File: config.mk
export PLATFORM = sky130hd
export DESIGN_NAME = tachometer_rpm_slew_limited
export DESIGN_NICKNAME = d
export VERILOG_FILES = /design/src/design/tach_pkg.sv /design/src/design/tach_front.sv /design/src/design/tach_jobq.sv /design/src/design/tach_back.sv /design/src/design/tachometer_rpm_slew_limited.sv
export SDC_FILE = /design/constraint.sdc
export NUM_CORES = 1
export LEC_CHECK = 0
export ABC_AREA = 1
export BUFFER_PORTS_ARGS = -buffer_cell sky130_fd_sc_hd__buf_2
export CORE_UTILIZATION = 45
export DETAILED_ROUTE_END_ITERATION = 10
export GPL_TIMING_DRIVEN = 0
export PLACE_DENSITY_LB_ADDON = 0.25
export REMOVE_ABC_BUFFERS = 1
export SETUP_SLACK_MARGIN = 0.2
export SLEW_MARGIN = 5
export SYNTH_ARGS = -nofsm -noshare
export SYNTH_HDL_FRONTEND = slang
export SYNTH_HIERARCHICAL = 1
export SYNTH_SLANG_ARGS = --single-unit
File: constraint.sdc
create_clock -name clk -period 14.5 [get_ports clk]
set_clock_uncertainty 0.2 [all_clocks]
set_input_delay 1.45 -clock clk [delete_from_list [all_inputs] [get_ports clk]]
set_output_delay 1.45 -clock clk [all_outputs]
set_load 0.01 [all_outputs]
File: src/design/tach_pkg.sv
// Shared types and constants for the slew-limited pulse-count tachometer.
// Used by every module of the block; depends on nothing.
`default_nettype none

package tach_pkg;

  localparam int TOT_W  = 32;
  localparam int RPM_W  = 16;
  localparam int PROD_W = 48;
  localparam int WIN_W  = 16;
  localparam int STEP_W = 8;
  localparam int CFG_W  = 16;

  localparam logic [RPM_W-1:0]  MS_PER_MINUTE = 16'd60000;
  localparam logic [WIN_W-1:0]  WINDOW_MS_RST = 16'd1000;
  localparam logic [STEP_W-1:0] MAX_STEP_RST  = 8'd50;
  localparam logic [RPM_W-1:0]  RPM_MAX       = 16'hFFFF;
  localparam logic [TOT_W-1:0]  TOTAL_MAX     = 32'hFFFF_FFFF;

  typedef logic [0:0] cfg_idx_t;
  localparam cfg_idx_t CFG_WINDOW_MS = 1'b0;
  localparam cfg_idx_t CFG_MAX_STEP  = 1'b1;

  localparam int JOBQ_DEPTH = 2;
  localparam int JOBQ_AW    = $clog2(JOBQ_DEPTH);
  localparam int JOBQ_CW    = $clog2(JOBQ_DEPTH + 1);

  localparam int DIV_STEPS = RPM_W;
  localparam int DIV_CW    = $clog2(DIV_STEPS);

  typedef struct packed {
    logic [TOT_W-1:0] pulse_total;
    logic [TOT_W-1:0] time_total;
  } job_t;

  typedef struct packed {
    logic push;
    logic pop;
  } q_ctrl_t;

  typedef struct packed {
    logic full;
    logic empty;
  } q_stat_t;

  typedef enum logic [2:0] {
    BK_IDLE,
    BK_MUL,
    BK_CHK,
    BK_DIV,
    BK_SLEW
  } back_state_t;

endpackage

`default_nettype wire

File: src/design/tach_front.sv
// Front end: accepts updates, keeps the saturating totals, closes windows.
// Depends on tach_pkg; feeds closed windows to tach_jobq.
`default_nettype none

module tach_front (
  input  wire                          clk,
  input  wire                          rst_n,
  input  wire                          accept,
  input  wire  [tach_pkg::RPM_W-1:0]   pulses,
  input  wire  [tach_pkg::RPM_W-1:0]   elapsed_ms,
  input  wire  [tach_pkg::WIN_W-1:0]   window_ms,
  output logic                         q_push,
  output tach_pkg::job_t               job
);
  import tach_pkg::*;

  logic [TOT_W-1:0] pulse_total_r, pulse_total_nxt;
  logic [TOT_W-1:0] time_total_r, time_total_nxt;
  logic [TOT_W:0]   psum, tsum;
  logic [TOT_W-1:0] psat, tsat;
  logic [WIN_W-1:0] win;
  logic             close;

  always_comb begin
    psum  = {1'b0, pulse_total_r} + {{(TOT_W+1-RPM_W){1'b0}}, pulses};
    tsum  = {1'b0, time_total_r} + {{(TOT_W+1-RPM_W){1'b0}}, elapsed_ms};
    psat  = psum[TOT_W] ? TOTAL_MAX : psum[TOT_W-1:0];
    tsat  = tsum[TOT_W] ? TOTAL_MAX : tsum[TOT_W-1:0];
    win   = (window_ms == '0) ? WIN_W'(1) : window_ms;
    close = tsat >= {{(TOT_W-WIN_W){1'b0}}, win};
    q_push = accept && close;
    job.pulse_total = psat;
    job.time_total  = tsat;
    pulse_total_nxt = pulse_total_r;
    time_total_nxt  = time_total_r;
    if (accept) begin
      pulse_total_nxt = close ? '0 : psat;
      time_total_nxt  = close ? '0 : tsat;
    end
  end

  always_ff @(posedge clk) begin
    if (!rst_n) begin
      pulse_total_r <= '0;
      time_total_r  <= '0;
    end else begin
      pulse_total_r <= pulse_total_nxt;
      time_total_r  <= time_total_nxt;
    end
  end

  a_close_clears: assert property (@(posedge clk) disable iff (!rst_n)
    q_push |=> (pulse_total_r == '0) && (time_total_r == '0))
    else $error("totals not cleared after window close");

  a_push_nonzero: assert property (@(posedge clk) disable iff (!rst_n)
    q_push |-> job.time_total != '0)
    else $error("closed window with zero time total");

endmodule

`default_nettype wire

File: src/design/tach_jobq.sv
// Short queue of closed windows between front and back end.
// Depends on tach_pkg.
`default_nettype none

module tach_jobq (
  input  wire                clk,
  input  wire                rst_n,
  input  tach_pkg::q_ctrl_t  ctrl,
  input  tach_pkg::job_t     wr_job,
  output tach_pkg::job_t     rd_job,
  output tach_pkg::q_stat_t  stat
);
  import tach_pkg::*;

  job_t               slot_r [JOBQ_DEPTH];
  logic [JOBQ_AW-1:0] wr_ptr_r, rd_ptr_r;
  logic [JOBQ_CW-1:0] count_r;
  logic               do_push, do_pop;

  always_comb begin
    stat.full  = count_r == JOBQ_CW'(JOBQ_DEPTH);
    stat.empty = count_r == '0;
    do_push    = ctrl.push && !stat.full;
    do_pop     = ctrl.pop && !stat.empty;
    rd_job     = slot_r[rd_ptr_r];
  end

  always_ff @(posedge clk) begin
    if (do_push) begin
      slot_r[wr_ptr_r] <= wr_job;
    end
  end

  always_ff @(posedge clk) begin
    if (!rst_n) begin
      wr_ptr_r <= '0;
      rd_ptr_r <= '0;
      count_r  <= '0;
    end else begin
      if (do_push) begin
        wr_ptr_r <= (wr_ptr_r == JOBQ_AW'(JOBQ_DEPTH - 1)) ? '0 : wr_ptr_r + 1'b1;
      end
      if (do_pop) begin
        rd_ptr_r <= (rd_ptr_r == JOBQ_AW'(JOBQ_DEPTH - 1)) ? '0 : rd_ptr_r + 1'b1;
      end
      if (do_push && !do_pop) begin
        count_r <= count_r + 1'b1;
      end else if (do_pop && !do_push) begin
        count_r <= count_r - 1'b1;
      end
    end
  end

  a_no_overflow: assert property (@(posedge clk) disable iff (!rst_n)
    count_r <= JOBQ_CW'(JOBQ_DEPTH))
    else $error("job queue count out of range");

endmodule

`default_nettype wire

File: src/design/tach_back.sv
// Back end: rpm from a closed window by multiply and serial division,
// slew limiting and the result register. Depends on tach_pkg.
`default_nettype none

module tach_back (
  input  wire                          clk,
  input  wire                          rst_n,
  input  tach_pkg::job_t               job,
  input  tach_pkg::q_stat_t            q_stat,
  output logic                         q_pop,
  input  wire  [tach_pkg::STEP_W-1:0]  max_step,
  input  wire                          out_pop,
  output logic                         out_valid,
  output logic [tach_pkg::RPM_W-1:0]   out_display,
  output logic [tach_pkg::RPM_W-1:0]   out_measured
);
  import tach_pkg::*;

  back_state_t       state_r, state_nxt;
  logic [TOT_W-1:0]  pulse_r, div_r, rem_r, rem_nxt;
  logic [PROD_W-1:0] prod_r;
  logic [RPM_W-1:0]  quo_r, quo_nxt;
  logic [DIV_CW-1:0] cnt_r;
  logic [RPM_W-1:0]  shown_r, slew;
  logic [RPM_W-1:0]  out_display_r, out_measured_r;
  logic              out_valid_r;
  logic [TOT_W:0]    trial;
  logic              ge;
  logic [RPM_W-1:0]  diff;
  logic [RPM_W:0]    up;
  logic [RPM_W-1:0]  stepx;
  logic              out_free;

  always_comb begin
    trial   = {rem_r, quo_r[RPM_W-1]};
    ge      = trial >= {1'b0, div_r};
    rem_nxt = ge ? TOT_W'(trial - {1'b0, div_r}) : trial[TOT_W-1:0];
    quo_nxt = {quo_r[RPM_W-2:0], ge};

    stepx = {{(RPM_W-STEP_W){1'b0}}, max_step};
    diff  = (quo_r >= shown_r) ? quo_r - shown_r : shown_r - quo_r;
    up    = {1'b0, shown_r} + {1'b0, stepx};
    if (diff >= stepx) begin
      if (shown_r >= quo_r) begin
        slew = (shown_r > stepx) ? shown_r - stepx : '0;
      end else begin
        slew = up[RPM_W] ? RPM_MAX : up[RPM_W-1:0];
      end
    end else begin
      slew = quo_r;
    end
    out_free = !out_valid_r || out_pop;
  end

  always_comb begin
    state_nxt = state_r;
    q_pop     = 1'b0;
    case (state_r)
      BK_IDLE: begin
        if (!q_stat.empty) begin
          q_pop     = 1'b1;
          state_nxt = BK_MUL;
        end
      end
      BK_MUL: state_nxt = BK_CHK;
      BK_CHK: state_nxt = (prod_r[PROD_W-1:RPM_W] >= div_r) ? BK_SLEW : BK_DIV;
      BK_DIV: begin
        if (cnt_r == DIV_CW'(DIV_STEPS - 1)) begin
          state_nxt = BK_SLEW;
        end
      end
      BK_SLEW: begin
        if (out_free) begin
          state_nxt = BK_IDLE;
        end
      end
      default: state_nxt = BK_IDLE;
    endcase
  end

  always_ff @(posedge clk) begin
    if (!rst_n) begin
      state_r <= BK_IDLE;
    end else begin
      state_r <= state_nxt;
    end
  end

  always_ff @(posedge clk) begin
    case (state_r)
      BK_IDLE: begin
        pulse_r <= job.pulse_total;
        div_r   <= job.time_total;
      end
      BK_MUL: prod_r <= PROD_W'(pulse_r) * PROD_W'(MS_PER_MINUTE);
      BK_CHK: begin
        rem_r <= prod_r[PROD_W-1:RPM_W];
        quo_r <= (prod_r[PROD_W-1:RPM_W] >= div_r) ? RPM_MAX : prod_r[RPM_W-1:0];
        cnt_r <= '0;
      end
      BK_DIV: begin
        rem_r <= rem_nxt;
        quo_r <= quo_nxt;
        cnt_r <= cnt_r + 1'b1;
      end
      default: ;
    endcase
  end

  always_ff @(posedge clk) begin
    if (!rst_n) begin
      shown_r     <= '0;
      out_valid_r <= 1'b0;
    end else begin
      if (state_r == BK_SLEW && out_free) begin
        shown_r        <= slew;
        out_valid_r    <= 1'b1;
        out_display_r  <= slew;
        out_measured_r <= quo_r;
      end else if (out_pop) begin
        out_valid_r <= 1'b0;
      end
    end
  end

  assign out_valid    = out_valid_r;
  assign out_display  = out_display_r;
  assign out_measured = out_measured_r;

  a_rem_below_div: assert property (@(posedge clk) disable iff (!rst_n)
    state_r == BK_DIV |-> rem_r < div_r)
    else $error("partial remainder not below divisor");

  a_div_nonzero: assert property (@(posedge clk) disable iff (!rst_n)
    (state_r == BK_MUL || state_r == BK_CHK || state_r == BK_DIV) |-> div_r != '0)
    else $error("zero divisor in back end");

  a_result_shown: assert property (@(posedge clk) disable iff (!rst_n)
    (state_r == BK_SLEW && out_free) |=> out_valid_r && (out_display_r == shown_r))
    else $error("result register does not match shown rpm");

endmodule

`default_nettype wire

File: src/design/tachometer_rpm_slew_limited.sv
// Pulse-count tachometer with slew-limited display rpm, top level.
// Holds the configuration registers; instantiates tach_front, tach_jobq, tach_back.
//
// Input channel (in_push / in_full): one update of pulse count and elapsed
// milliseconds per transfer; an update may be transferred every cycle while
// in_full is low. Updates that do not close a window give no result.
// Result channel (out_empty / out_pop): one result per closed window, with
// the slew-limited display rpm and the saturated measured rpm.
// A closed window passes through a two-entry queue to the back end, which
// handles it in order: the pop, one multiply, a range check, a 16-step
// restoring division and the slew step (no division when the rpm saturates).
// The back end pops a new window only after the slew step of the last one,
// so the serial divider works on one window at a time.
// When out_pop stays low, the result register holds, the back end waits,
// the queue fills and in_full rises.
// Synchronous active-low reset clears totals, shown rpm and queue, and loads
// window_ms 1000 and max_step 50. Write configuration only while idle.
`default_nettype none

module tachometer_rpm_slew_limited (
  input  wire                          clk,
  input  wire                          rst_n,
  input  wire                          in_push,
  output logic                         in_full,
  input  wire  [tach_pkg::RPM_W-1:0]   in_pulses,
  input  wire  [tach_pkg::RPM_W-1:0]   in_elapsed_ms,
  output logic                         out_empty,
  input  wire                          out_pop,
  output logic [tach_pkg::RPM_W-1:0]   out_display_rpm,
  output logic [tach_pkg::RPM_W-1:0]   out_measured_rpm,
  input  wire                          cfg_we,
  input  tach_pkg::cfg_idx_t           cfg_index,
  input  wire  [tach_pkg::CFG_W-1:0]   cfg_wdata
);
  import tach_pkg::*;

  logic [WIN_W-1:0]  window_ms_r;
  logic [STEP_W-1:0] max_step_r;
  logic              accept;
  logic              out_valid;
  q_ctrl_t           q_ctrl;
  q_stat_t           q_stat;
  job_t              wr_job, rd_job;

  always_ff @(posedge clk) begin
    if (!rst_n) begin
      window_ms_r <= WINDOW_MS_RST;
      max_step_r  <= MAX_STEP_RST;
    end else if (cfg_we) begin
      case (cfg_index)
        CFG_WINDOW_MS: window_ms_r <= cfg_wdata[WIN_W-1:0];
        CFG_MAX_STEP:  max_step_r  <= cfg_wdata[STEP_W-1:0];
        default: ;
      endcase
    end
  end

  assign in_full   = q_stat.full;
  assign accept    = in_push && !q_stat.full;
  assign out_empty = !out_valid;

  tach_front u_front (
    .clk        (clk),
    .rst_n      (rst_n),
    .accept     (accept),
    .pulses     (in_pulses),
    .elapsed_ms (in_elapsed_ms),
    .window_ms  (window_ms_r),
    .q_push     (q_ctrl.push),
    .job        (wr_job)
  );

  tach_jobq u_jobq (
    .clk    (clk),
    .rst_n  (rst_n),
    .ctrl   (q_ctrl),
    .wr_job (wr_job),
    .rd_job (rd_job),
    .stat   (q_stat)
  );

  tach_back u_back (
    .clk          (clk),
    .rst_n        (rst_n),
    .job          (rd_job),
    .q_stat       (q_stat),
    .q_pop        (q_ctrl.pop),
    .max_step     (max_step_r),
    .out_pop      (out_pop),
    .out_valid    (out_valid),
    .out_display  (out_display_rpm),
    .out_measured (out_measured_rpm)
  );

endmodule

`default_nettype wire

-- Yosys cells after proc, flatten, opt, wreduce, memory -nomap -nowiden
Memories as Yosys holds them, arrays and structs flattened. A register that Yosys moved wholly into a read port is not among the register bits.
Cells that the tools add are included.
- output and inout bits: 34
- input port bits: 54
- register bits after elaboration: 239
- memories: 1
- word-level logic and storage cells: 100
- bits in writable memories: 128
- memory list (name ; words ; width ; rd ports ; clocked after Yosys merged registers in ; write ports ; line ; RTL):
    u_jobq.slot_r ; 2 ; 64 ; 1 ; 1 ; 1 ; tach_jobq.sv:15 ; job_t slot_r [JOBQ_DEPTH];
- $add $sub $neg: 12
- multiplexer cells: 30
- magnitude comparators: 7
- bitwise gates (word level): 1
- reductions and logical operators: 23
- multipliers: 1
- eq/ne operators: 9
- operators with widths (cell ; count):
    32-bit 2-to-1 mux ; 5
    16-bit 2-to-1 mux ; 7
    32-bit by 16-bit adder with 33-bit output ; 2
    32-bit one-hot mux with 2 select lines ; 1
    32-bit by 11-bit multiplier with 43-bit output (second input constant) ; 1
    33-bit by 32-bit greater-or-equal comparator with 1-bit output ; 1
    16-bit greater-or-equal comparator ; 2
    32-bit by 16-bit greater-or-equal comparator with 1-bit output ; 1
    32-bit greater-or-equal comparator ; 1
    16-bit one-hot mux with 2 select lines ; 1
    16-bit subtractor ; 2
    32-bit subtractor ; 1
    16-bit by 8-bit adder with 17-bit output ; 1
    16-bit by 8-bit greater-or-equal comparator with 1-bit output ; 1
    16-bit by 8-bit greater-than comparator with 1-bit output ; 1
    16-bit zero test ; 1
    16-bit by 8-bit subtractor with 16-bit output ; 1
    3-bit one-hot mux with 5 select lines ; 1
    3-bit 2-to-1 mux ; 4
    1-bit 2-to-1 mux ; 8
    4-bit one-hot mux with 2 select lines ; 1
    1-bit logical AND ; 7
    3-bit by 2-bit equality test with 1-bit output (second input constant) ; 2
    2-bit AND reduction ; 3
    18 further kinds ; 27

-- Logic depth before layout (Yosys ltp)
- depth in word-level cells: 9
- depth in mapped cells: 39
- depth with buffers taken out: 37

-- Hierarchy
Netlist, hierarchy kept.
- modules (own cells, without submodules) (module ; area an instance (sq um) ; seq. area each (sq um) ; instances ; cells each):
    tach_back ; 20845.0 ; 6135.9 ; 1 ; 2523
    tach_front ; 6108.4 ; 1281.2 ; 1 ; 1018
    tach_jobq ; 5166.2 ; 3943.8 ; 1 ; 237
    tachometer_rpm_slew_limited ; 939.7 ; 480.5 ; 1 ; 130

-- Worst setup path before layout
No wires, ideal clock.
- kind: input-to-reg
- from: in in_elapsed_ms[0] (netlist name)
- to: mem u_jobq/slot_r[0][0] (netlist name), enable pin
- data arrival time: 7.151 ns
- setup slack: 6.663 ns
- buffers on the path: 2
- stages: 30
- library setup time: 0.486 ns
- cell sequence: ha_1 fa_1 nand2_1 nand2_1 nand3_1 nand2_2 nand2_2 nand2_4 nand2_1 inv_2 clkbuf_1 or2_2 ha_1 nand2_1 nand2_1 nand2_1 nand2_1 nand2_1 nand2_1 nand2_1 nand2_1 nand2_1 nand2_1 nand2_1 a21oi_1 nor2_2 buf_2 a21oi_1 o21ai_2 nor2_1
- RTL lines (what ; line ; RTL):
    from (decl) ; tachometer_rpm_slew_limited.sv:26 ; input wire [tach_pkg::RPM_W-1:0] in_elapsed_ms,
    to (decl) ; tach_jobq.sv:15 ;

==> results.py <==
metrics = {
    "cts": {
        "clkTransAtPathRegs_ns": 0.06,
        "hold_buffers": 0,
        "cts.path.max_buffers": 3,
        "clock_latency_ns": 0.63,
        "clock-sinks": 432,
        "htreeDepth": 2,
        "cts_resized": 0,
        "root_buffer": "clkbuf_16",
        "cts_tree": "built",
        "post_cts_buffers": 0,
        "cts_made_buffers": 50,
    },
    "drt": {
        "route.antenna.remaining_nets": 0,
        "drc": 0,
        "vias_per_cell": 5.21,
        "wl_per_cell_um": 16.9,
        "first_iter_violations": 1814,
        "routed_wl_um": 84700,
        "num_vias": 26000,
        "firstDrtPassIters": 6,
    },
    "finish": {
        "drive_gt1_share_pct": 9.34,
        "antenna_cells": 0,
        "multi_input_area_um2": 18200,
        "area_delta_synth_final_pct": 9.73,
        "fin_nets": 4477,
        "fill_cells": 7094,
        "fin_area_um2": 36300,
        "final-seq-area_um2": 11800,
    },
    "logic_synthesis": {
        "synth_area_um2": 33100,
        "ys_top_cells_by_area": "edfxtp_1 (29%), ha_1 (11%), nand2_1 (9.7%), fa_1 (9.0%), inv_1 (7.7%)",
        "yosysSeqAreaShare_pct": 35.8,
        "synth.avg_cell_area_um2": 8.46,
        "synthTopCellsByCount": "nand2_1 (857), inv_1 (679), edfxtp_1 (319)",
        "synth_cells": 3908,
        "synth_edf_count": 319,
        "yosysMostFrequentCell": "nand2_1",
        "ys_types": 57,
        "synth_top_cell_area_share_pct": 29.0,
        "yosysWarningCount": 6,
        "yosys_most_used_dff": "edfxtp_1",
        "yosys.area.top_type": "edfxtp_1",
        "async_reset_ff_share_pct": 0,
        "ys_ff_latch": 432,
    },
    "critical_path": {
        "critPathKind": "input pin to flip-flop",
        "slowest_delay_ns": 0.65,
        "path_max_fanout": 27,
        "cp.arrival_ns": 6.50,
        "cp_slowest_cell": "nor2_4",
        "endpoint_kind": "flip-flop",
        "cp-start-kind": "input pin",
        "crit_required_ns": 14.86,
    },
    "timing": {
        "fin_setup_tns_ns": 0,
        "slew_viol_final": 0,
        "slew_headroom_pct": 12.7,
        "grt_setup_unrepaired": "no",
        "fin_crit_sh_pct": 42.3,
        "setup-violations-final": 0,
        "fin_crit_ns": 6.14,
        "hold_viol_final": 0,
        "max_freq_mhz": 163,
        "worstMarginPinSlew_ns": 1.30,
        "worst_slack_ns": 8.36,
    },
    "run": {
        "timing.max_cap.violations": 0,
    },
    "die": {
        "die_x_um": 273,
        "std_cell_rows": 99,
        "initial_utilization_pct": 45.4,
        "io_pins": 88,
        "die_y_um": 273,
        "dieArea_um2": 74600,
        "core_um2": 72800,
    },
    "placement": {
        "placed_area_um2": 34600,
        "place_hpwl_um": 67300,
        "numPortBuffers": 87,
        "gp_congestion": 0.958,
        "pre_cts_slack_ns": 7.75,
    },
    "global_routing": {
        "grt_usage_pct": 22.7,
        "antenna_found_initial": 1,
        "grt-ovfl-total": 0,
        "grt_max_degree": 65,
        "grt_pass1_vias": 25100,
        "grt_pass1_wl_um": 134000,
    },
    "worst_hold_path": {
        "hp-class": "flip-flop to flip-flop",
    },
    "outcome": {
        "status": "finished, final reports clean",
    },
}
-- layout make-up --
cell class	count	share of cell area, %
multi-input combinational	2703	50.1
sequential	432	32.7
clock inverter	29	0.845
tap	959	3.31
inverter	697	7.22
timing repair buffer	112	2.21
clock buffer	65	3.66
-- registers in the layout (all words and copies together) (netlist names), 32 cells and up, named ones only --
name,count
u_back/div_r,32
u_back/prod_r,43
u_back/pulse_r,32
u_back/rem_r,32
u_front/pulse_total_r,32
u_front/time_total_r,32
u_jobq/slot_r,128
-- stage by stage --
stage          std cells  utilization [%]  hold WS (ns)
2_1_floorplan       3832                -         0.245
3_3_place_gp        4878             47.0         0.257
3_5_place_dp        4903             47.6         0.260
4_1_cts             4997             49.8         0.269
5_1_grt             4997             49.8         0.288
6_report            4997             49.8         0.271
-- metal layers --
layer | routed length, µm | up-vias | track usage (%)
met2 | 40200 | 620 | 38.5
met4 | 2880 | 0 | 7.92
li1 | - | 13000 | -
met3 | 3730 | 149 | 2.20
met1 | 37900 | 12300 | 30.1
met5 | 0 | - | 0
-- path summary, 6_finish.rpt --
path	from	endpoint	slack [ns]	depth (start not counted)
setup / recovery	in_elapsed_ms[0]	u_jobq/count_r[1]	8.36	29
hold / removal	u_front/time_total_r[8]	u_front/time_total_r[8]	0.27	2
setup reg to reg	u_back/pulse_r[3]	u_back/prod_r[37]	8.64	21
hold reg to reg	u_front/time_total_r[8]	u_front/time_total_r[8]	0.27	2
-- critical path, delay by kind of cell --
family | cells | cell delay [ns]
compound gates | 4 | 0.68
fa+ha+maj | 4 | 1.33
buf+inv | 5 | 0.54
simple gates | 16 | 2.50
-- cell families (layout without fill, tap and decap cells) --
family,after synthesis,in the layout,synth area share (%)
AND/OR/NAND/NOR,1630,1630,21.6
flip-flops,432,432,35.8
multiplexers,64,64,2.86
buffers and inverters,773,903,9.40
adder cells (fa/ha/maj),427,427,19.5
AO/OA/AOI/OAI,483,483,8.14
XOR/XNOR,99,99,2.62
-- cell usage in the layout, fill, tap and decap left out, types with 5 or more instances in the layout --
| cell type | n |
|---|---|
| nand2_1 | 856 |
| inv_1 | 679 |
| edfxtp_1 | 319 |
| ha_1 | 279 |
| nor2_1 | 258 |
| nand3_1 | 242 |
| a21oi_1 | 239 |
| fa_1 | 148 |
| o21ai_0 | 131 |
| dfxtp_1 | 112 |
| buf_2 | 87 |
| nand4_1 | 86 |
| xor2_1 | 65 |
| mux2_4 | 60 |
| nor3_1 | 54 |
| clkbuf_16 | 50 |
| xnor2_1 | 34 |
| or2_2 | 27 |
| nand2_2 | 26 |
| o211ai_1 | 23 |
| a21o_1 | 20 |
| nand3_2 | 16 |
| inv_2 | 15 |
| o31ai_1 | 15 |
| nor2_2 | 14 |
| a31oi_1 | 14 |
| nor4_1 | 14 |
| clkbuf_1 | 13 |
| nor2_4 | 12 |
| o21bai_1 | 12 |
| clkinv_1 | 9 |
| buf_4 | 9 |
| o21a_1 | 8 |
| buf_12 | 8 |
| clkinv_4 | 6 |
| clkinv_2 | 5 |
| buf_6 | 5 |
Power is not shown: default switching activity piles up to over one toggle a cycle in this logic, so the estimate is an artifact.
